==> src/join_shortest_queue_dispatch_macros.svh <==
// assertion macros for the join shortest queue dispatcher
// no dependencies
`ifndef JOIN_SHORTEST_QUEUE_DISPATCH_MACROS_SVH
`define JOIN_SHORTEST_QUEUE_DISPATCH_MACROS_SVH
// implication checked on every rising clock edge outside reset
`define JSQ_ASSERT_IMP(lbl, clk_s, rst_n, ante, cons) \
	lbl: assert property (@(posedge clk_s) disable iff (!rst_n) (ante) |-> (cons)) \
		else $error("jsq assertion failed");
// next-cycle implication
`define JSQ_ASSERT_NXT(lbl, clk_s, rst_n, ante, cons) \
	lbl: assert property (@(posedge clk_s) disable iff (!rst_n) (ante) |=> (cons)) \
		else $error("jsq assertion failed");
`endif

==> src/jsq_pkg.sv <==
// shared types and constants for the join shortest queue dispatcher
// no dependencies
package jsq_pkg;
	localparam int TimeW = 48;
	localparam logic [TimeW-1:0] TimeMax = {TimeW{1'b1}};

	typedef struct packed {
		logic [31:0] arrival_time;
		logic [31:0] service_time;
		logic        new_case;
	} jsq_in_t;

	typedef struct packed {
		logic [3:0]       queue_index;
		logic [TimeW-1:0] finish_time;
		logic [TimeW-1:0] max_finish;
		logic             overflow;
	} jsq_out_t;

	// controller to datapath
	typedef struct packed {
		logic load;      // capture job, clear if new case
		logic ret_rd;    // issue head read for retire queue
		logic ret_chk;   // compare head with arrival
		logic ret_next;  // advance retire queue
		logic srch_init; // start minimum search
		logic srch_step; // one search compare
		logic place;     // write job and finish time
		logic report;    // drive result strobe
	} jsq_cmd_t;

	// datapath to controller
	typedef struct packed {
		logic ret_pop;   // head retired, read next head
		logic ret_last;  // retire pointer at last queue
		logic srch_last; // search at last in-use queue
	} jsq_sts_t;
endpackage

==> src/jsq_ctrl.sv <==
// controller state machine sequencing retire walk, search and placement
// depends on jsq_pkg and the macros header
`include "join_shortest_queue_dispatch_macros.svh"
module jsq_ctrl import jsq_pkg::*; (
	input  logic     clk,
	input  logic     arst_n,
	input  logic     start,
	input  jsq_sts_t sts,
	output logic     busy,
	output jsq_cmd_t cmd
);
	typedef enum logic [2:0] {
		S_IDLE, S_RD, S_CHK, S_SINIT, S_SRCH, S_PLACE, S_RPT
	} state_t;
	state_t state_q;

	always_comb begin
		cmd = '0;
		cmd.load      = (state_q == S_IDLE) && start;
		cmd.ret_rd    = (state_q == S_RD);
		cmd.ret_chk   = (state_q == S_CHK);
		cmd.ret_next  = (state_q == S_CHK) && !sts.ret_pop && !sts.ret_last;
		cmd.srch_init = (state_q == S_SINIT);
		cmd.srch_step = (state_q == S_SRCH);
		cmd.place     = (state_q == S_PLACE);
		cmd.report    = (state_q == S_PLACE);
	end

	always_ff @(posedge clk or negedge arst_n) begin
		if (!arst_n) begin
			state_q <= S_IDLE;
			busy    <= 1'b0;
		end else begin
			case (state_q)
				S_IDLE: if (start) begin
					state_q <= S_RD;
					busy    <= 1'b1;
				end
				S_RD: state_q <= S_CHK;
				S_CHK: begin
					if (sts.ret_pop)
						state_q <= S_RD;
					else if (sts.ret_last)
						state_q <= S_SINIT;
					else
						state_q <= S_RD;
				end
				S_SINIT: state_q <= S_SRCH;
				S_SRCH: if (sts.srch_last) state_q <= S_PLACE;
				S_PLACE: state_q <= S_RPT;
				S_RPT: begin
					state_q <= S_IDLE;
					busy    <= 1'b0;
				end
				default: begin
					state_q <= S_IDLE;
					busy    <= 1'b0;
				end
			endcase
		end
	end

	`JSQ_ASSERT_IMP(a_idle_not_busy, clk, arst_n, state_q == S_IDLE, !busy)
	`JSQ_ASSERT_NXT(a_start_busy, clk, arst_n, start && !busy, busy)
	`JSQ_ASSERT_NXT(a_place_report, clk, arst_n, state_q == S_PLACE, state_q == S_RPT)
endmodule

==> config.mk <==
export PLATFORM = sky130hd
export DESIGN_NAME = jsq_ctrl
export DESIGN_NICKNAME = d
export VERILOG_FILES = /design/src/jsq_pkg.sv /design/src/jsq_ctrl.sv
export VERILOG_INCLUDE_DIRS = /design/src /design/src/src
export SDC_FILE = /design/constraint.sdc
export NUM_CORES = 1
export LEC_CHECK = 0
export ABC_AREA = 1
export BUFFER_PORTS_ARGS = -buffer_cell sky130_fd_sc_hd__clkbuf_2
export CORE_AREA = 2 2 39 41
export DETAILED_ROUTE_END_ITERATION = 8
export DIE_AREA = 0 0 41 43
export GPL_TIMING_DRIVEN = 1
export HOLD_SLACK_MARGIN = 0.15
export PLACE_DENSITY = 0.49
export SLEW_MARGIN = 20
export SYNTH_ARGS = -nofsm -noshare
export SYNTH_HDL_FRONTEND = slang
export SYNTH_SLANG_ARGS = --single-unit
==> constraint.sdc <==
create_clock -name clk -period 1 [get_ports clk]
set_clock_uncertainty 0.2 [all_clocks]
set_input_delay 0.05 -clock clk [delete_from_list [all_inputs] [get_ports clk]]
set_output_delay 0.05 -clock clk [all_outputs]
set_load 0.02 [all_outputs]
# Yosys cells after proc, flatten, opt, wreduce, memory -nomap -nowiden
# Index checks and enable logic that the tools add are counted.
# Widths: inputs -> output; s select.
[word_totals]
reg_bits = 4
in_bits = 6
output_inout_bits = 9
[classes]
n_eq_ne = 7
muxes = 7
n_bitwise = 1
reduce_logical = 9
[op_table]
columns = ["cell", "count"]
rows = [
  ["$pmux 3 s6", 1],
  ["$eq 3x2->1 const B", 2],
  ["$eq 3x3->1 const B", 2],
  ["$mux 3", 2],
  ["$reduce_or 5->1", 1],
  ["$mux 2", 2],
  ["$ne 2x2->1 const B", 2],
  ["$reduce_and 2->1", 2],
  ["$eq 3x1->1 const B", 1],
  ["$logic_and 1x1->1", 3],
  ["$logic_not 3->1", 1],
  ["$logic_not 1->1", 2],
  ["$pmux 1 s2", 1],
  ["$mux 1", 1],
  ["$not 1->1", 1],
]

# Logic depth before layout (Yosys ltp)
[logic_depth]
word_depth = 4
depth_mapped = 4
depth_no_buf = 4

# Worst setup path after synthesis
# No wires, ideal clock.
[synth_timing]
kind = "flip-flop to output port"
startpoint = "reg state_q[2]"
endpoint = "out cmd[4] (netlist bit)"
arrival_time_ns = 1.196
setup_slack_ns = -0.446
path_stages_with_launch = 4
path_cell_list = "dfrtp_1 nor3_2 nand2_1 nor2_1"
[synth_lines]
columns = ["element", "line", "rtl"]
rows = [
  ["start, declared", "jsq_ctrl.sv:15", "state_t state_q;"],
  ["start signal, assigned", "jsq_ctrl.sv:31", "state_q <= S_IDLE;"],
  ["start signal, assigned", "jsq_ctrl.sv:36", "state_q <= S_RD;"],
  ["start signal, assigned", "jsq_ctrl.sv:39", "S_RD: state_q <= S_CHK;"],
  ["end, declared", "jsq_ctrl.sv:10", "output jsq_cmd_t cmd"],
]

==> impl_metrics.toml <==
[clocking]
htreeDepth = 1
hold_buffers = 5
root_buffer = "clkbuf_4"
clockBufferDepth = 2
cts_made_buffers = 3
clkTransAtPathRegs_ps = 40
cts_tree = "built"
cts.sinks = 4
clock_latency_ps = 240

[grt]
grt_pass1_wl_microns = 1020
grt_pass1_vias = 276
antenna_found_initial = 0
grt_max_degree = 6
grt.total_usage_pct = 8.84
overflow = 0

[die]
die_h_microns = 43
core_area_sq_mm = 0.00138
dieArea_sq_mm = 0.00176
ioPinCount = 15
fp.dieW_microns = 41
num_rows = 14
start_util_pct = 17.3

[pwr]
internal_power_mw = 0.952
seqPwrFrac_pct = 20.9
vdd_drop_max_v = 0.000754
p_leak_nw = 0.292
clockPowerShare_pct = 11.7
swShare_pct = 45.1
pwr-share-comb_pct = 67.4
p_sw_mw = 0.783
p_per_area_mw_per_mm2 = 3050

[sta]
final-hold-violation-count = 4
grt_setup_unrepaired = "true"
finalSetupViolations = 13
fmax_mhz = 703
timing.final.ws_setup_ps = -422
min_period_over_period_pct = 142
post-route-min-period_ps = 1420
slew_viol_final = 0
worstMarginPinSlew_ps = 163
fin_setup_tns_ps = -3550
whs_ps = -50.0
relSlewSlack_pct = 89.1

[yosys]
synth_nets = 42
synth_top_cells_by_area = "dfrtp_1, nand2_1, nor2_1"
synth.distinct_cells = 11
synthesis.area_sq_um = 239
avgSynthCellArea_sq_um = 6.64
yosysTopAreaCellShare_pct = 41.9
ys_seq_area_share_pct = 41.9
syn-instance-count = 36
yosysWarnings = 0
ys_ff_latch = 4
synth_top_area_cell = "dfrtp_1"

[layout]
syn2layout_area_growth_pct = 138
finalNetCount = 73
n_antenna_cell = 0
layout-drive-gt1-share_pct = 66.2
final_cell_area_sq_um = 569
final_cells = 81
final_core_util_pct = 41.1

[setup_path]
end_kind = "output port"
crit_path_top_delay_cell = "dfrtp_1"
cp-start-kind = "register"
critPathArrivalTime_ps = 1170
path_buf_inv = 2
crit_family = "flip-flops"
crit_path_max_incr_delay_ps = 390
critPathMaxFanout = 2
required_ps = 750
path_common_cell = "nor2_4"
critical_path_class = "reg -> out"
path_cells = "buf_4 -> nor2_4 -> nand2_2 -> nor2_4 -> buf_8"

[detailed_routing]
drt-wirelength-per-cell_microns = 8.95
drc = 0
vias_per_cell = 4.12
via_count = 334
ant_nets = 0
first_pass_iters = 3
drt-total-wl_microns = 725
drtIter0Drc = 5

[placement]
routabilityCongestion = 0.625
dp_hpwl_microns = 492
post_dp_cell_area_sq_um = 390
port_buffers = 14
post-place-ws_ps = -245
dp.cells = 68

[job]
drv_cap = 0

[run_status]
status = "finished with violations"
violations = "negative hold slack, negative setup slack"

[min_path]
hold_path.class = "in -> async"
per-layer routing:
| metal | up-vias | GRT usage, % | part of all wire (%) |
|---|---|---|---|
| li1 | 170 | - | - |
| met1 | 155 | 8.71 | 41 |
| met2 | 9 | 14.4 | 54 |
| met3 | 0 | 3.14 | 5.1 |
| met4 | 0 | 6.00 | 0 |
| met5 | - | 0 | 0 |
flip-flops by register name, indices dropped and copies added (netlist names):
signal,cells
state_q,3
busy,1
cell families (layout without fill, tap and decap cells):
group | Yosys count | after routing | share of synthesized area [%]
simple gates | 23 | 23 | 41.9
buf+inv | 8 | 37 | 14.1
flops | 4 | 4 | 41.9
compound gates | 1 | 1 | 2.09
final timing paths:
path	from	depth (start not counted)	to	slack (ps)
max	state_q[1]	5	cmd[7]	-420
min	arst_n	2	state_q[1]	-50
max reg2reg	state_q[1]	6	state_q[0]	-230
min reg2reg	busy	3	busy	420
max in group asynchronous	arst_n	2	state_q[0]	510
min in group clk	sts[1]	3	cmd[4]	170
power groups by stage:
stage / logic [mW] / registers [mW] / clock network (mW)
after detailed placement: 0.804 / 0.357 / 0
after global placement: 0.801 / 0.355 / 0
final: 1.17 / 0.362 / 0.204
after global routing: 1.26 / 0.375 / 0.235
after floorplan: 0.522 / 0.379 / 0
after CTS: 0.957 / 0.359 / 0.213
through the flow:
| stage | power [mW] | hold slack (ps) |
|---|---|---|
| after floorplan | 0.901 | -446 |
| after global placement | 1.16 | -337 |
| after detailed placement | 1.16 | -338 |
| after CTS | 1.53 | -53.1 |
| after global routing | 1.87 | -37.3 |
| final | 1.73 | -50.0 |
cells in the final DEF, fill, tap and decap left out, types with 2 or more instances in the layout:
master / Yosys / layout
buf_4: 1 / 8
buf_6: 0 / 4
buf_8: 0 / 2
clkbuf_2: 0 / 6
clkbuf_4: 0 / 5
dfrtp_1: 4 / 2
dfrtp_2: 0 / 2
dlygate4sd3_1: 0 / 5
inv_1: 6 / 4
inv_2: 1 / 2
nand2_1: 11 / 7
nand2_2: 0 / 4
nand3_1: 2 / 2
nor2_2: 1 / 2
nor2_4: 0 / 5
final cells by class:
cell class	instances	area, sq um
Fill cell	147	815
Timing Repair Buffer	27	230
Multi-Input combinational cell	24	165
Sequential cell	4	103
Inverter	7	28.8
Clock buffer	3	22.5
Tap cell	16	20.0
synthesized netlist by cell type:
cell     instances
dfrtp_1          4
nor3_2           1
nor2_1           7
inv_2            1
nand2_1         11
o21ai_1          1
inv_1            6
nor2_2           1
nand4_1          1
buf_4            1
nand3_1          2
worst register-to-register path: stages, from the launching register on:
cell     delay [ps]
dfrtp_1         390
buf_4           150
nor2_4          110
buf_4           120
nand3_1          60
nand2_1          60
nor2_1           40
repair_timing:
item                                   CTS  global route
gates resized for setup                  8            18
pin swaps                                6             3
buffers inserted                         2             3
endpoints found under the hold margin    7             4
setup endpoints to repair               13            13
No activity file was read; power rests on OpenSTA's default activity.
